==> src/sas_pkg.sv <==
// shared types and constants for the stepper angle step sequencer
package sas_pkg;

  localparam int ANGLE_BITS_DEF = 31;
  localparam int TICK_BITS_DEF  = 8;

  localparam int STEP_ANGLE_W = 19;
  localparam int TICK_PER_W   = 8;
  localparam int STEP_CNT_W   = 16;
  localparam int STEPS_W      = 32;
  localparam int COIL_W       = 4;

  localparam int CFG_IDX_W  = 2;
  localparam int CFG_DATA_W = STEP_ANGLE_W;

  localparam logic [CFG_IDX_W-1:0] CFG_STEP_ANGLE = 2'd0;
  localparam logic [CFG_IDX_W-1:0] CFG_TICK_PER   = 2'd1;
  localparam logic [CFG_IDX_W-1:0] CFG_HOLD       = 2'd2;

  localparam logic [STEP_ANGLE_W-1:0] STEP_ANGLE_RST = 19'd450;
  localparam logic [TICK_PER_W-1:0]   TICK_PER_RST   = 8'd2;
  localparam logic [TICK_PER_W-1:0]   TICK_PER_MIN   = 8'd2;

  typedef enum logic [1:0] {
    CMD_TICK = 2'd0,
    CMD_MOVE = 2'd1,
    CMD_STEP = 2'd2,
    CMD_SET  = 2'd3
  } cmd_t;

endpackage

==> src/sas_ifs.sv <==
// command and result channel interfaces
interface sas_in_if #(
  parameter int ANGLE_BITS = sas_pkg::ANGLE_BITS_DEF
);
  logic                                valid;
  logic                                ready;
  sas_pkg::cmd_t                       cmd;
  logic signed [ANGLE_BITS-1:0]        target_angle;
  logic                                direction;
  logic [sas_pkg::STEP_CNT_W-1:0]      step_count;

  modport source (output valid, cmd, target_angle, direction, step_count, input ready);
  modport sink (input valid, cmd, target_angle, direction, step_count, output ready);
endinterface

interface sas_out_if #(
  parameter int ANGLE_BITS = sas_pkg::ANGLE_BITS_DEF
);
  logic                           valid;
  logic                           ready;
  logic [sas_pkg::COIL_W-1:0]     coil_drive;
  logic                           busy_res;
  logic signed [ANGLE_BITS-1:0]   position;
  logic                           rejected;

  modport source (output valid, coil_drive, busy_res, position, rejected, input ready);
  modport sink (input valid, coil_drive, busy_res, position, rejected, output ready);
endinterface

==> src/sas_divider.sv <==
// restoring divider, one quotient bit per cycle, saturated 32-bit quotient
module sas_divider #(
  parameter int DIVIDEND_BITS = sas_pkg::ANGLE_BITS_DEF + 1
) (
  input  logic                              clk,
  input  logic                              rst,
  input  logic                              start,
  input  logic [DIVIDEND_BITS-1:0]          dividend,
  input  logic [sas_pkg::STEP_ANGLE_W-1:0]  divisor,
  output logic                              done,
  output logic [sas_pkg::STEPS_W-1:0]       quotient
);
  import sas_pkg::*;

  localparam int QUOT_W = (DIVIDEND_BITS > STEPS_W) ? DIVIDEND_BITS : STEPS_W;
  localparam int CNT_W  = $clog2(QUOT_W + 1);

  logic                      busy;
  logic [CNT_W-1:0]          cnt;
  logic [QUOT_W-1:0]         quot;
  logic [STEP_ANGLE_W-1:0]   rem;
  logic [STEP_ANGLE_W-1:0]   dsr;

  logic [STEP_ANGLE_W:0]     trial;
  logic [STEP_ANGLE_W:0]     trial_sub;
  logic                      fits;

  assign trial     = {rem, quot[QUOT_W-1]};
  assign fits      = trial >= {1'b0, dsr};
  assign trial_sub = trial - {1'b0, dsr};

  // a zero divisor always fits, so the quotient comes out all ones
  assign quotient = (quot > QUOT_W'({STEPS_W{1'b1}})) ? {STEPS_W{1'b1}} : quot[STEPS_W-1:0];

  always_ff @(posedge clk) begin
    if (rst) begin
      busy <= 1'b0;
      done <= 1'b0;
      cnt  <= '0;
    end else begin
      done <= 1'b0;
      if (start) begin
        busy <= 1'b1;
        cnt  <= CNT_W'(QUOT_W);
        quot <= QUOT_W'(dividend);
        rem  <= '0;
        dsr  <= divisor;
      end else if (busy) begin
        quot <= {quot[QUOT_W-2:0], fits};
        rem  <= fits ? trial_sub[STEP_ANGLE_W-1:0] : trial[STEP_ANGLE_W-1:0];
        cnt  <= cnt - 1'b1;
        if (cnt == CNT_W'(1)) begin
          busy <= 1'b0;
          done <= 1'b1;
        end
      end
    end
  end

endmodule

==> src/stepper_angle_step_sequencer_unit.sv <==
// Two-coil bipolar stepper sequencer: tick, set-position, raw-step and rejected commands and
// a move with stepping disabled give their result word in the cycle after acceptance; a move
// with stepping enabled runs a restoring divider one quotient bit per cycle, then gives its
// result word, and the command channel is not ready meanwhile. A new command is taken while
// the previous result word is being taken. Every command gives exactly one result word.
// There is no clearing pass after reset.
module stepper_angle_step_sequencer_unit #(
  parameter int ANGLE_BITS = sas_pkg::ANGLE_BITS_DEF,
  parameter int TICK_BITS  = sas_pkg::TICK_BITS_DEF
) (
  input  logic                           clk,
  input  logic                           rst,
  sas_in_if.sink                         in_ch,
  sas_out_if.source                      out_ch,
  input  logic                           cfg_we,
  input  logic [sas_pkg::CFG_IDX_W-1:0]  cfg_index,
  input  logic [sas_pkg::CFG_DATA_W-1:0] cfg_data
);
  import sas_pkg::*;

  localparam int DIFF_BITS = ANGLE_BITS + 1;
  localparam int TCMP_W    = (TICK_BITS > TICK_PER_W) ? TICK_BITS : TICK_PER_W;
  localparam logic [TICK_BITS-1:0] TICK_MAX = {TICK_BITS{1'b1}};

  typedef enum logic {S_IDLE, S_DIV} state_t;

  state_t                        state;

  logic [STEP_ANGLE_W-1:0]       step_angle;
  logic [TICK_PER_W-1:0]         tick_per_step;
  logic                          hold;

  logic signed [ANGLE_BITS-1:0]  position;
  logic [STEPS_W-1:0]            steps_left;
  logic [1:0]                    phase_index;
  logic                          move_reverse;
  logic [TICK_BITS-1:0]          tick_counter;
  logic [COIL_W-1:0]             coil_levels;
  logic                          moving;
  logic                          pend_rev;

  logic                          out_valid;

  logic signed [ANGLE_BITS-1:0]  position_next;
  logic [STEPS_W-1:0]            steps_left_next;
  logic [1:0]                    phase_index_next;
  logic                          move_reverse_next;
  logic [TICK_BITS-1:0]          tick_counter_next;
  logic [COIL_W-1:0]             coil_levels_next;
  logic                          moving_next;
  logic                          rejected_next;
  logic                          out_load;

  logic                          st_en;
  logic                          st_rev;
  logic [STEPS_W-1:0]            st_cnt;

  logic                          in_fire;
  logic                          step_on;
  logic [TICK_BITS-1:0]          tick_inc;
  logic                          tick_end;
  logic                          target_above;
  logic [DIFF_BITS-1:0]          diff;
  logic [STEPS_W-1:0]            div_quot;
  logic                          div_start;
  logic                          div_done;

  function automatic logic [COIL_W-1:0] drive_phase(input logic [COIL_W-1:0] levels,
                                                    input logic rev, input logic [1:0] ph);
    logic                coil_b;
    logic [1:0]          pat;
    logic [COIL_W-1:0]   res;
    coil_b = ph[0] ^ rev;
    pat    = (ph[1] ^ rev) ? 2'b10 : 2'b01;
    res    = levels;
    if (coil_b) begin
      res[3:2] = pat;
    end else begin
      res[1:0] = pat;
    end
    return res;
  endfunction

  assign in_ch.ready = (state == S_IDLE) && (!out_valid || out_ch.ready);
  assign in_fire     = in_ch.valid && in_ch.ready;
  assign step_on     = tick_per_step >= TICK_PER_MIN;

  assign tick_inc = (tick_counter == TICK_MAX) ? tick_counter : tick_counter + 1'b1;
  assign tick_end = (TCMP_W'(tick_inc) >= TCMP_W'(tick_per_step)) || (tick_inc == TICK_MAX);

  assign target_above = in_ch.target_angle > position;
  assign diff = target_above
              ? DIFF_BITS'(DIFF_BITS'(in_ch.target_angle) - DIFF_BITS'(position))
              : DIFF_BITS'(DIFF_BITS'(position) - DIFF_BITS'(in_ch.target_angle));

  sas_divider #(
    .DIVIDEND_BITS (DIFF_BITS)
  ) u_div (
    .clk      (clk),
    .rst      (rst),
    .start    (div_start),
    .dividend (diff),
    .divisor  (step_angle),
    .done     (div_done),
    .quotient (div_quot)
  );

  always_comb begin
    position_next     = position;
    steps_left_next   = steps_left;
    phase_index_next  = phase_index;
    move_reverse_next = move_reverse;
    tick_counter_next = tick_counter;
    coil_levels_next  = coil_levels;
    moving_next       = moving;
    rejected_next     = 1'b0;
    out_load          = 1'b0;
    div_start         = 1'b0;
    st_en             = 1'b0;
    st_rev            = 1'b0;
    st_cnt            = '0;

    if (in_fire) begin
      if (in_ch.cmd == CMD_TICK) begin
        out_load = 1'b1;
        if (moving) begin
          if (tick_end) begin
            tick_counter_next = '0;
            steps_left_next   = steps_left - 1'b1;
            if (steps_left == STEPS_W'(1)) begin
              moving_next = 1'b0;
              if (!hold) begin
                coil_levels_next = '0;
              end
            end else begin
              phase_index_next = phase_index + 2'd1;
              coil_levels_next = drive_phase(coil_levels, move_reverse, phase_index + 2'd1);
            end
          end else begin
            tick_counter_next = tick_inc;
          end
        end
      end else if (moving) begin
        rejected_next = 1'b1;
        out_load      = 1'b1;
      end else if (in_ch.cmd == CMD_MOVE) begin
        position_next = in_ch.target_angle;
        if (step_on) begin
          div_start = 1'b1;
        end else begin
          out_load = 1'b1;
        end
      end else if (in_ch.cmd == CMD_STEP) begin
        out_load = 1'b1;
        if (step_on) begin
          st_en  = 1'b1;
          st_rev = in_ch.direction;
          st_cnt = STEPS_W'(in_ch.step_count);
        end
      end else begin
        position_next = in_ch.target_angle;
        out_load      = 1'b1;
      end
    end

    if (div_done) begin
      st_en    = 1'b1;
      st_rev   = pend_rev;
      st_cnt   = div_quot;
      out_load = 1'b1;
    end

    // every move and raw step starts at phase 0
    if (st_en) begin
      move_reverse_next = st_rev;
      phase_index_next  = 2'd0;
      tick_counter_next = '0;
      if (st_cnt == '0) begin
        if (!hold) begin
          coil_levels_next = '0;
        end
      end else begin
        steps_left_next  = st_cnt;
        moving_next      = 1'b1;
        coil_levels_next = drive_phase(coil_levels, st_rev, 2'd0);
      end
    end
  end

  always_ff @(posedge clk) begin
    if (rst) begin
      state         <= S_IDLE;
      step_angle    <= STEP_ANGLE_RST;
      tick_per_step <= TICK_PER_RST;
      hold          <= 1'b1;
      position      <= '0;
      steps_left    <= '0;
      phase_index   <= '0;
      move_reverse  <= 1'b0;
      tick_counter  <= '0;
      coil_levels   <= '0;
      moving        <= 1'b0;
      pend_rev      <= 1'b0;
      out_valid     <= 1'b0;
    end else begin
      if (cfg_we) begin
        unique case (cfg_index)
          CFG_STEP_ANGLE: step_angle    <= cfg_data;
          CFG_TICK_PER:   tick_per_step <= cfg_data[TICK_PER_W-1:0];
          CFG_HOLD:       hold          <= cfg_data[0];
          default: ;
        endcase
      end

      unique case (state)
        S_IDLE: begin
          if (div_start) begin
            state <= S_DIV;
          end
        end
        S_DIV: begin
          if (div_done) begin
            state <= S_IDLE;
          end
        end
        default: state <= S_IDLE;
      endcase

      if (div_start) begin
        pend_rev <= !target_above;
      end

      position     <= position_next;
      steps_left   <= steps_left_next;
      phase_index  <= phase_index_next;
      move_reverse <= move_reverse_next;
      tick_counter <= tick_counter_next;
      coil_levels  <= coil_levels_next;
      moving       <= moving_next;

      // result word register
      if (out_load) begin
        out_valid <= 1'b1;
      end else if (out_ch.ready) begin
        out_valid <= 1'b0;
      end
    end
  end

  always_ff @(posedge clk) begin
    if (out_load) begin
      out_ch.coil_drive <= coil_levels_next;
      out_ch.busy_res   <= moving_next;
      out_ch.position   <= position_next;
      out_ch.rejected   <= rejected_next;
    end
  end

  assign out_ch.valid = out_valid;

  a_div_blocks_input: assert property (@(posedge clk) disable iff (rst)
    (state == S_DIV) |-> !in_ch.ready)
    else $error("command taken while dividing");

  a_done_only_dividing: assert property (@(posedge clk) disable iff (rst)
    div_done |-> (state == S_DIV))
    else $error("divider finished outside a move");

  a_moving_has_steps: assert property (@(posedge clk) disable iff (rst)
    moving |-> (steps_left != '0))
    else $error("moving with no steps left");

  a_no_coil_short: assert property (@(posedge clk) disable iff (rst)
    !(coil_levels[0] && coil_levels[1]) && !(coil_levels[2] && coil_levels[3]))
    else $error("both pins of a coil driven high");

  a_result_not_lost: assert property (@(posedge clk) disable iff (rst)
    (out_valid && !out_ch.ready) |-> !out_load)
    else $error("result word overwritten before taken");

endmodule
==> src/flat_wrapper.sv <==
// flat-port wrapper written by rule: the top's interface ports become plain ports
module stepper_angle_step_sequencer_unit_flat import sas_pkg::*;
#(
  parameter int ANGLE_BITS = sas_pkg::ANGLE_BITS_DEF,
  parameter int TICK_BITS  = sas_pkg::TICK_BITS_DEF
)
  (clk, rst, cfg_we, cfg_index, cfg_data, in_ch_valid, in_ch_cmd, in_ch_target_angle, in_ch_direction, in_ch_step_count, in_ch_ready, out_ch_valid, out_ch_coil_drive, out_ch_busy_res, out_ch_position, out_ch_rejected, out_ch_ready);
  sas_in_if #(.ANGLE_BITS(ANGLE_BITS)) in_ch_i ();
  sas_out_if #(.ANGLE_BITS(ANGLE_BITS)) out_ch_i ();
  input  logic clk;
  input  logic rst;
  input  logic cfg_we;
  input  logic [sas_pkg::CFG_IDX_W-1:0] cfg_index;
  input  logic [sas_pkg::CFG_DATA_W-1:0] cfg_data;
  input wire logic [$bits(in_ch_i.valid)-1:0] in_ch_valid;
  input wire logic [$bits(in_ch_i.cmd)-1:0] in_ch_cmd;
  input wire logic [$bits(in_ch_i.target_angle)-1:0] in_ch_target_angle;
  input wire logic [$bits(in_ch_i.direction)-1:0] in_ch_direction;
  input wire logic [$bits(in_ch_i.step_count)-1:0] in_ch_step_count;
  output wire logic [$bits(in_ch_i.ready)-1:0] in_ch_ready;
  output wire logic [$bits(out_ch_i.valid)-1:0] out_ch_valid;
  output wire logic [$bits(out_ch_i.coil_drive)-1:0] out_ch_coil_drive;
  output wire logic [$bits(out_ch_i.busy_res)-1:0] out_ch_busy_res;
  output wire logic [$bits(out_ch_i.position)-1:0] out_ch_position;
  output wire logic [$bits(out_ch_i.rejected)-1:0] out_ch_rejected;
  input wire logic [$bits(out_ch_i.ready)-1:0] out_ch_ready;
  assign in_ch_i.valid = in_ch_valid;
  assign in_ch_i.cmd = in_ch_cmd;
  assign in_ch_i.target_angle = in_ch_target_angle;
  assign in_ch_i.direction = in_ch_direction;
  assign in_ch_i.step_count = in_ch_step_count;
  assign in_ch_ready = in_ch_i.ready;
  assign out_ch_valid = out_ch_i.valid;
  assign out_ch_coil_drive = out_ch_i.coil_drive;
  assign out_ch_busy_res = out_ch_i.busy_res;
  assign out_ch_position = out_ch_i.position;
  assign out_ch_rejected = out_ch_i.rejected;
  assign out_ch_i.ready = out_ch_ready;
  stepper_angle_step_sequencer_unit #(.ANGLE_BITS(ANGLE_BITS), .TICK_BITS(TICK_BITS)) u_core (.clk(clk), .rst(rst), .in_ch(in_ch_i), .out_ch(out_ch_i), .cfg_we(cfg_we), .cfg_index(cfg_index), .cfg_data(cfg_data));
endmodule
==> config.mk <==
export PLATFORM = sky130hd
export DESIGN_NAME = stepper_angle_step_sequencer_unit_flat
export DESIGN_NICKNAME = d
export VERILOG_FILES = /design/src/sas_pkg.sv /design/src/sas_ifs.sv /design/src/sas_divider.sv /design/src/stepper_angle_step_sequencer_unit.sv /design/src/flat_wrapper.sv
export SDC_FILE = /design/constraint.sdc
export NUM_CORES = 1
export LEC_CHECK = 0
export ABC_AREA = 1
export BUFFER_PORTS_ARGS = -buffer_cell sky130_fd_sc_hd__buf_2
export CORE_UTILIZATION = 57
export CTS_BUF_LIST = sky130_fd_sc_hd__clkbuf_4 sky130_fd_sc_hd__clkbuf_8
export DETAILED_ROUTE_END_ITERATION = 7
export GPL_ROUTABILITY_DRIVEN = 0
export PLACE_DENSITY = 0.79
export SLEW_MARGIN = 20
export SYNTH_ARGS = -nofsm -noshare
export SYNTH_HDL_FRONTEND = slang
export SYNTH_SLANG_ARGS = --single-unit
export TNS_END_PERCENT = 5
==> constraint.sdc <==
create_clock -name clk -period 3.9 [get_ports clk]
set_clock_uncertainty 0.2 [all_clocks]
set_input_delay 0.39 -clock clk [delete_from_list [all_inputs] [get_ports clk]]
set_output_delay 0.39 -clock clk [all_outputs]
set_load 0.005 [all_outputs]
---- Word-level counts from Yosys, hierarchy flattened ----
Cells that the tools add are included.
word-level totals
  flip-flop bits (word level) ............. 225
  input bits .............................. 76
cells by class
  add/sub/neg operators ................... 7
  order comparisons ....................... 5
  equal/unequal tests ..................... 8
  multiplexer cells ....................... 84
  bitwise operators ....................... 7
  reductions and logical operators ........ 22
operators with widths
  kind                                                                count
  two-way mux 32 bit                                                  16
  two-way mux 31 bit                                                  5
  subtractor 31 x 31 -> 32 bit                                        2
  two-way mux 1 bit                                                   40
  two-way mux 19 bit                                                  2
  two-way mux 4 bit                                                   9
  == test 32 x 1 -> 1 bit (second input constant)                     1
  greater-than comparator 32 bit (second input constant)              1
  logical NOT 32 bit                                                  1
  subtractor 32 x 1 -> 32 bit (second input constant)                 1
  greater-than comparator 31 bit                                      1
  greater-or-equal comparator 20 x 19 -> 1 bit                        1
  subtractor 19 bit                                                   1
  == test 8 bit (second input constant)                               2
  two-way mux 16 bit                                                  1
  two-way mux 8 bit                                                   2
  two-way mux 2 bit                                                   6
  two-way mux 6 bit                                                   2
  AND reduction 2 bit                                                 5
  adder 8 x 1 -> 8 bit (second input constant)                        1
  greater-or-equal comparator 8 x 2 -> 1 bit (second input constant)  1
  greater-or-equal comparator 8 bit                                   1
  == test 6 x 1 -> 1 bit (second input constant)                      1
  OR reduction 2 bit                                                  3
  15 further kinds                                                    27

---- Logic depth before layout (Yosys ltp) ----
Gate-level depths: netlist of the first run.
  word-level depth ........................ 12
  gate-level depth with buffers ........... 22

---- By module ----
A second synthesis of the first run with hierarchy kept.
unflattened totals
  cells, all modules ...................... 2382
  area, all modules ....................... 16178.0 um^2
by module, submodules not included
  module                             instances  cells each  area an instance (um^2)  sequential area each (um^2)
  stepper_angle_step_sequencer_unit  1          1834        11626.2                  3313.2
  sas_divider                        1          548         4551.9                   2262.2

---- Worst setup path after synthesis of the first run ----
No wires, ideal clock.
  path type ............................... input-to-reg
  start point ............................. input out_ch_ready
  end point ............................... register u_core.out_ch.busy_res (enable)
  setup time .............................. 484 ps
  data arrival time ....................... 3462 ps
  data required time ...................... 3216 ps
  setup slack ............................. -246 ps
  stages on the path ...................... 6
  buffers on the path ..................... 0
  cells stage by stage .................... inv_1 -> nand2_1 -> inv_2 -> nor2_2 -> nand2_1 -> o21ai_0
between the ends
  longest elaborated chain between the ends .. 5
RTL lines
  what                  RTL line                                  RTL
  start, declared       flat_wrapper.sv:26                        input wire logic [$bits(out_ch_i.ready)-1:0] out_ch_ready;
  logical OR 1 bit      stepper_angle_step_sequencer_unit.sv:84   assign in_ch.ready = (state == S_IDLE) && (!out_valid || out_ch.ready);
  logical AND 1 bit     stepper_angle_step_sequencer_unit.sv:84
  via in_ch_ready       flat_wrapper.sv:20                        output wire logic [$bits(in_ch_i.ready)-1:0] in_ch_ready;
  logical AND 1 bit     stepper_angle_step_sequencer_unit.sv:85   assign in_fire = in_ch.valid && in_ch.ready;
  two-way mux 1 bit     stepper_angle_step_sequencer_unit.sv:123  if (in_fire) begin
  two-way mux 1 bit     stepper_angle_step_sequencer_unit.sv:166  if (div_done) begin
  via u_core.out_load   stepper_angle_step_sequencer_unit.sv:52   logic out_load;
  end signal, assigned  stepper_angle_step_sequencer_unit.sv:253  out_ch.busy_res <= moving_next;
  end, declared         sas_ifs.sv:26                             modport source (output valid, coil_drive, busy_res, position, rejected, input ready);
The timed path passes the listed nets, and every way through them passes these cells.
A chain may end at the register's enable or synchronous reset.

---- Worst setup path in the final report of the first run ----
  start point ............................. register u_core.tick_counter[0]
  end point ............................... register u_core.steps_left[22]
between the ends
  longest elaborated chain between the ends .. 10
RTL lines
  what                                                                RTL line                                  RTL
  start, declared                                                     stepper_angle_step_sequencer_unit.sv:37   logic [TICK_BITS-1:0] tick_counter;
  start signal, assigned                                              stepper_angle_step_sequencer_unit.sv:237  tick_counter <= tick_counter_next;
  adder 8 x 1 -> 8 bit or == test 8 bit (tied branches)               stepper_angle_step_sequencer_unit.sv:88   assign tick_inc = (tick_counter == TICK_MAX) ? tick_counter : tick_counter + 1'b1;
  two-way mux 8 bit (*)                                               stepper_angle_step_sequencer_unit.sv:88
  greater-or-equal comparator 8 bit or == test 8 bit (tied branches)  stepper_angle_step_sequencer_unit.sv:89   assign tick_end = (TCMP_W'(tick_inc) >= TCMP_W'(tick_per_step)) || (tick_inc == TICK_MAX);
  logical OR 1 bit (*)                                                stepper_angle_step_sequencer_unit.sv:89
  two-way mux 32 bit (*)                                              stepper_angle_step_sequencer_unit.sv:127  if (tick_end) begin
  two-way mux 32 bit (*)                                              stepper_angle_step_sequencer_unit.sv:126  if (moving) begin
  two-way mux 32 bit (*)                                              stepper_angle_step_sequencer_unit.sv:124  if (in_ch.cmd == CMD_TICK) begin
  two-way mux 32 bit (*)                                              stepper_angle_step_sequencer_unit.sv:123
  two-way mux 32 bit                                                  stepper_angle_step_sequencer_unit.sv:178  if (st_cnt == '0) begin
  two-way mux 32 bit (*)                                              stepper_angle_step_sequencer_unit.sv:174  if (st_en) begin
  end signal, assigned                                                stepper_angle_step_sequencer_unit.sv:234  steps_left <= steps_left_next;
  end, declared                                                       stepper_angle_step_sequencer_unit.sv:34   logic [STEPS_W-1:0] steps_left;
Every way passes the cells marked *; elsewhere a longest branch is shown, timed or not.

==> results.py, run 1 <==
metrics = {
    "clock_network": {
        "clk_pin_slew_ps": 60,
        "postCtsSetupBuffers": 0,
        "htreeDepth": 2,
        "clock_path_buffers": 3,
        "cts_buffers": 42,
        "clock_sinks": 225,
        "cts_tree": "built",
        "root_buffer": "clkbuf_8",
        "insertion_delay_ps": 570,
    },
    "timing": {
        "grt_setup_unrepaired": "no",
        "holdWs_ps": 39.68,
        "slew_viol_final": 0,
        "fmax_ghz": 0.2776,
        "fin_setup_tns_ps": 0,
        "worstMarginPinSlew_ps": 968.3,
        "maxSlewHeadroom": 0.3537,
        "hold_viol_final": 0,
        "setup_viol": 0,
        "timing.final.crit_share": 0.9236,
        "fin_crit_ps": 3602,
    },
    "drt": {
        "wl_per_cell_um": 15.35,
        "routed-wl-met2_um": 19550,
        "first_pass_iters": 8,
        "initialDrtViolationCount": 1570,
        "met1_length_um": 16960,
        "wl_met3_um": 2951,
        "drc": 3,
        "route.top_layer_used": "met4",
        "ant_nets": 0,
        "wirelength_um": 41440,
        "vias_per_cell": 5.596,
        "vias": 15110,
    },
    "die": {
        "fp.dieW_um": 166.7,
        "initial_utilization": 0.5867,
        "rows": 59,
        "fp.dieH_um": 166.7,
        "coreArea_mm2": 0.02635,
        "pin_count": 115,
        "dieArea_mm2": 0.02779,
    },
    "cells_and_area": {
        "stdcell_count": 2700,
        "syn2layout_area_growth_pct": 12.48,
        "antennaDiodeCount": 0,
        "finalInstanceArea_mm2": 0.01739,
        "drive_gt1_frac": 0.1015,
        "finalNetCount": 2504,
    },
    "yosys": {
        "synth_top_area_frac": 0.2078,
        "synth_edf_count": 107,
        "yosysSeqAreaShare": 0.3606,
        "synth_area_leaders": "edfxtp_1, dfxtp_1, nand2_1",
        "syn_avg_cell_area_um2": 6.974,
        "synth_warnings": 0,
        "yosys-top-cells-count": "nand2_1, inv_1, nor2_1",
        "synth_cells": 2217,
        "synth_area_mm2": 0.01546,
        "yosysTopAreaCell": "edfxtp_1",
        "async_flop_share": 0,
        "ys.flop_type": "dfxtp_1",
        "ys_types": 51,
        "ys_ff_latch": 225,
        "syn-num-nets": 2390,
        "yosysMostFrequentCell": "nand2_1",
    },
    "power_and_ir_drop": {
        "peakVddDrop_mv": 0.2630,
        "power_density_mw_per_mm2": 416.9,
        "leakagePower_nw": 8.194,
        "power_mw": 7.250,
    },
    "min_path": {
        "hold_path.startpoint": "in_ch_cmd[1]",
        "hp-class": "primary input to register",
    },
    "grt": {
        "grt_pass1_vias": 14450,
        "grt_antenna_before_repair": 0,
        "grt_usage": 0.2961,
        "grt_pass1_wl_um": 67650,
        "grt_max_degree": 57,
        "grt_overflow": 0,
    },
    "critical_path": {
        "startpoint": "u_core.tick_counter[0]",
        "cp.required_ps": 4150,
        "start_kind": "register",
        "criticalPathCategory": "register to register",
        "cp-end-kind": "register",
        "reg2reg_from": "u_core.tick_counter[0]",
        "cp_max_fo": 19,
        "cp.arrival_ps": 3850,
        "r2r_slack_ps": 300,
    },
    "flow_run": {
        "maxCapViolations": 0,
    },
    "run_status": {
        "violations": "design-rule violations",
        "status": "complete, but fails checks",
    },
    "placement": {
        "place_area_mm2": 0.01625,
        "port_buffers": 114,
        "dp_hpwl_um": 30790,
        "dp_cells": 2601,
    },
}
registers in the layout, summed over array words and instances, names as in the netlist, 2 cells and up:
register and count:
u_core.position 31, u_core.step_angle 19, u_core.u_div.cnt 6, u_core.tick_counter 8, u_core.steps_left 32, u_core.u_div.dsr 19
u_core.u_div.quot 32, u_core.out_ch.coil_drive 4, u_core.u_div.rem 19, u_core.coil_levels 4, u_core.phase_index 2, u_core.out_ch.position 31
u_core.tick_per_step 8
power breakdown:
part / switching, mW / leakage, nW / internal (mW) / total (mW)
clock network: 1.06 / 0.497 / 1.44 / 2.50
registers: 0.122 / 1.96 / 2.69 / 2.82
logic: 1.28 / 5.74 / 0.653 / 1.94
cell usage in the layout, fill, tap and decap left out, types with 26 or more instances in the layout:
cell | Yosys | final
nand2_1 | 543 | 541
dfxtp_1 | 118 | 118
nor2_1 | 267 | 267
o21ai_0 | 180 | 179
inv_1 | 300 | 300
a21oi_1 | 165 | 165
nand3_1 | 113 | 113
ha_1 | 94 | 94
xor2_1 | 56 | 56
buf_2 | 27 | 114
clkbuf_8 | 0 | 53
edfxtp_1 | 107 | 107
nand4_1 | 26 | 26
metal layers:
layer  global-route usage  vias to the layer above
met4               0.1586                        0
met1               0.3597                     6901
met5                    0                        -
met3              0.04610                      144
met2               0.5053                      656
li1                     -                     7407
path summary, 6_finish.rpt:
kind,endpoint,cells after the start
min,u_core.out_ch.rejected,3
max reg2reg,u_core.steps_left[22],18
max,u_core.steps_left[22],18
min reg2reg,u_core.u_div.dsr[0],0
cells by family after synthesis:
group	count (synthesis)	synth area share
AND/OR/NAND/NOR	1008	0.2687
AO/OA/AOI/OAI	419	0.1467
buffers and inverters	388	0.09824
flip-flops	225	0.3606
adder cells (fa/ha/maj)	97	0.07995
XOR/XNOR	80	0.04580
critical path, stage by stage (launching register included):
cell	delay, ps
dfxtp_1	480
ha_1	260
nand3_2	130
inv_2	110
nand2_1	240
nand2_1	190
nand2_1	90
ha_1	300
a21oi_1	70
o21a_1	160
o21ai_0	140
nor2_1	90
nand2_4	140
nand2_4	160
inv_2	330
nand2_1	130
xnor2_1	140
nor2_1	110
nor2_1	50
area by class of cell:
| cell class | count | area, um2 |
|---|---|---|
| Sequential cell | 225 | 5575 |
| Fill cell | 2281 | 8962 |
| Timing Repair Buffer | 153 | 928.4 |
| Multi-Input combinational cell | 1604 | 8389 |
| Clock buffer | 67 | 834.6 |
| Tap cell | 335 | 419.2 |
| Inverter | 305 | 1145 |
| Clock inverter | 11 | 100.1 |
stage by stage:
stage          utilization  setup WS [ps]
2_1_floorplan            -         -19.08
3_3_place_gp        0.6165          518.5
3_5_place_dp        0.6165          383.7
4_1_cts             0.6599          412.1
5_1_grt             0.6599          49.24
6_report            0.6599          297.8
timing repair:
action / 4_1_cts / 5_1_grt
resized for setup: 0 / 0
hold buffers: 21 / 0
hold endpoints to repair: 28 / 0
Power figures use the tool's default switching activity.
==> run 2: changes to the inputs <==
--- a/config.mk
+++ b/config.mk
@@ -7,11 +7,13 @@
 export LEC_CHECK = 0
 export ABC_AREA = 1
 export BUFFER_PORTS_ARGS = -buffer_cell sky130_fd_sc_hd__buf_2
-export CORE_UTILIZATION = 57
+export CELL_PAD_IN_SITES_DETAIL_PLACEMENT = 0
+export CELL_PAD_IN_SITES_GLOBAL_PLACEMENT = 1
+export CORE_UTILIZATION = 41
 export CTS_BUF_LIST = sky130_fd_sc_hd__clkbuf_4 sky130_fd_sc_hd__clkbuf_8
 export DETAILED_ROUTE_END_ITERATION = 7
 export GPL_ROUTABILITY_DRIVEN = 0
-export PLACE_DENSITY = 0.79
+export PLACE_DENSITY_LB_ADDON = 0.1
 export SLEW_MARGIN = 20
 export SYNTH_ARGS = -nofsm -noshare
 export SYNTH_HDL_FRONTEND = slang
==> run 2 against run 1 <==
Effect of this change: the flow now finishes without violations; power is 3.3% higher; clock power is 7% higher; first-iteration DRC count is 48% lower; core utilization is 17 points lower; hold slack hardly changed; non-clock buffer count is 40 higher; register-to-register slack better by 80 ps; die area is 39% higher; critical endpoint is now u_core.u_div.quot[19]; highest routed layer is now met5.
==> results.py, run 2 (synthesis gave the netlist of run 1 again) <==
metrics = {
    "run_status": {
        "status": "finished, final reports clean",
    },
    "critical_path": {
        "cp.arrival_ps": 3740,
        "cp_max_fo": 32,
        "slowest_stage": "dlygate4sd3_1",
        "cp_common_cell": "nand2_1",
        "start_kind": "primary input",
        "r2r_end": "u_core.steps_left[24]",
        "r2r_slack_ps": 380,
        "criticalPathCategory": "primary input to register",
        "slowest_delay_ps": 520,
        "cp.required_ps": 4050,
        "reg2reg_from": "u_core.tick_counter[0]",
        "cp-end-kind": "register",
        "ff2ff_path_depth": 17,
        "crit_chain": "dlygate4sd3_1 -> buf_2 -> inv_1 -> ha_1 -> fa_1 -> o21ai_1 -> a21oi_1 -> o21ai_1 -> nand2_1 -> nand2_1 -> xor2_2 -> nand2_2 -> nand2_1 -> nand2_1 -> nand2_1 -> nand2_1",
    },
    "flow_run": {
        "maxCapViolations": 0,
    },
    "clock_network": {
        "cts_tree": "built",
        "root_buffer": "clkbuf_8",
        "clock_sinks": 225,
        "postCtsSetupBuffers": 0,
        "htreeDepth": 2,
        "clock_path_buffers": 3,
        "insertion_delay_ps": 620,
        "cts_buffers": 43,
        "clk_pin_slew_ps": 60,
    },
    "power_and_ir_drop": {
        "power_density_mw_per_mm2": 415.1,
        "seqPwrFrac": 0.376,
        "switching_share": 0.3412,
        "switchingPower_mw": 2.554,
        "leakagePower_nw": 8.387,
        "power_mw": 7.486,
        "pwr-share-clk": 0.358,
        "peakVddDrop_mv": 0.2330,
        "pwr-share-comb": 0.265,
        "p_int_mw": 4.931,
    },
    "placement": {
        "pre_cts_ws_ps": 232.5,
        "dp_hpwl_um": 35470,
        "port_buffers": 114,
        "dp_cells": 2777,
        "place_area_mm2": 0.01652,
    },
    "timing": {
        "hold_viol_final": 0,
        "worstMarginPinSlew_ps": 698.9,
        "slew_viol_final": 0,
        "timing.final.crit_share": 0.9198,
        "worst_slack_ps": 312.7,
        "setup_viol": 0,
        "maxSlewHeadroom": 0.5323,
        "holdWs_ps": 39.35,
        "fin_setup_tns_ps": 0,
        "fin_crit_ps": 3587,
        "fmax_ghz": 0.2788,
        "grt_setup_unrepaired": "no",
    },
    "cells_and_area": {
        "drive_gt1_frac": 0.1027,
        "syn2layout_area_growth_pct": 16.63,
        "final_common_cell": "nand2_1",
        "finalInstanceArea_mm2": 0.01803,
        "mostFrequentLayoutCells": "nand2_1, inv_1, nor2_1",
        "antennaDiodeCount": 0,
        "finalNetCount": 2545,
        "stdcell_count": 2909,
        "reg.largest.list": "u_core.steps_left x32, u_core.u_div.quot x32",
        "fin_util": 0.4891,
    },
    "drt": {
        "vias": 14650,
        "wl_per_cell_um": 16.00,
        "wirelength_um": 46550,
        "ant_nets": 0,
        "drc": 0,
        "vias_per_cell": 5.037,
        "initialDrtViolationCount": 824,
        "first_pass_iters": 6,
    },
    "die": {
        "initial_utilization": 0.4193,
        "pin_count": 115,
        "dieArea_mm2": 0.03849,
        "rows": 70,
        "fp.dieW_um": 196.2,
        "fp.dieH_um": 196.2,
        "coreArea_mm2": 0.03687,
    },
    "grt": {
        "grt_antenna_before_repair": 1,
        "grt_pass1_vias": 14540,
        "grt_usage": 0.2440,
        "grt_pass1_wl_um": 74780,
        "grt_max_degree": 58,
        "grt_overflow": 0,
    },
    "min_path": {
        "hp-class": "primary input to register",
        "min_delay_worst_endpoint": "u_core.position[12]",
        "hold_path.startpoint": "in_ch_target_angle[12]",
        "worstHoldPathCells": 5,
    },
}
-- run 2: changes by cell type in the layout (fill, tap and decap cells not counted), sizes merged --
cell,change
dlygate4sd3,+33
inv,-1
bufinv,+2
clkbuf,-1
buf,+7
-- run 2: cell type report --
cell class	instances	area, um2
Clock buffer	66	827.0
Clock inverter	12	142.6
Fill cell	3791	18840
Inverter	305	1145
Multi-Input combinational cell	1604	8389
Sequential cell	225	5575
Tap cell	504	630.6
Timing Repair Buffer	193	1324
-- run 2: worst max-delay path by stage --
stage               cells past startpoint  slack (ps)                   start                    end
floorplan                              11         -20            out_ch_ready   u_core.u_div.quot[0]
global placement                       15         320   in_ch_target_angle[0]  u_core.u_div.quot[17]
detailed placement                     15         230   in_ch_target_angle[0]  u_core.u_div.quot[11]
CTS                                    16         340   in_ch_target_angle[0]  u_core.u_div.quot[19]
global route                           17          40  u_core.tick_counter[0]  u_core.steps_left[24]
finish                                 16         310   in_ch_target_angle[0]  u_core.u_div.quot[19]
-- run 2: timing repair --
item | CTS | global route
endpoints found under the hold margin | 64 | 0
hold buffers | 54 | 0
gates resized for setup | 0 | 0
-- run 2: critical path, delay by kind of cell --
family                     cells  cell delay, ps
AOI/OAI and AO/OA              3             720
xor gates and xnor gates       1             180
adders and majority gates      2             720
buffers and inverters          3             680
and+or+nand+nor                7            1040
-- run 2: routing by layer --
metal | wire length [um] | GRT usage
met4 | 1691 | 0.1021
met1 | 20760 | 0.2975
met3 | 1741 | 0.03146
met5 | 16 | 0
met2 | 22340 | 0.4313
-- run 2: power groups by stage --
stage / Combinational (mW) / Sequential, mW / Clock, mW
after floorplan: 1.38 / 2.84 / 0
after global placement: 1.93 / 2.86 / 0
after detailed placement: 1.94 / 2.86 / 0
after CTS: 1.99 / 2.82 / 2.77
after global routing: 2.25 / 2.84 / 2.85
final: 1.99 / 2.82 / 2.68
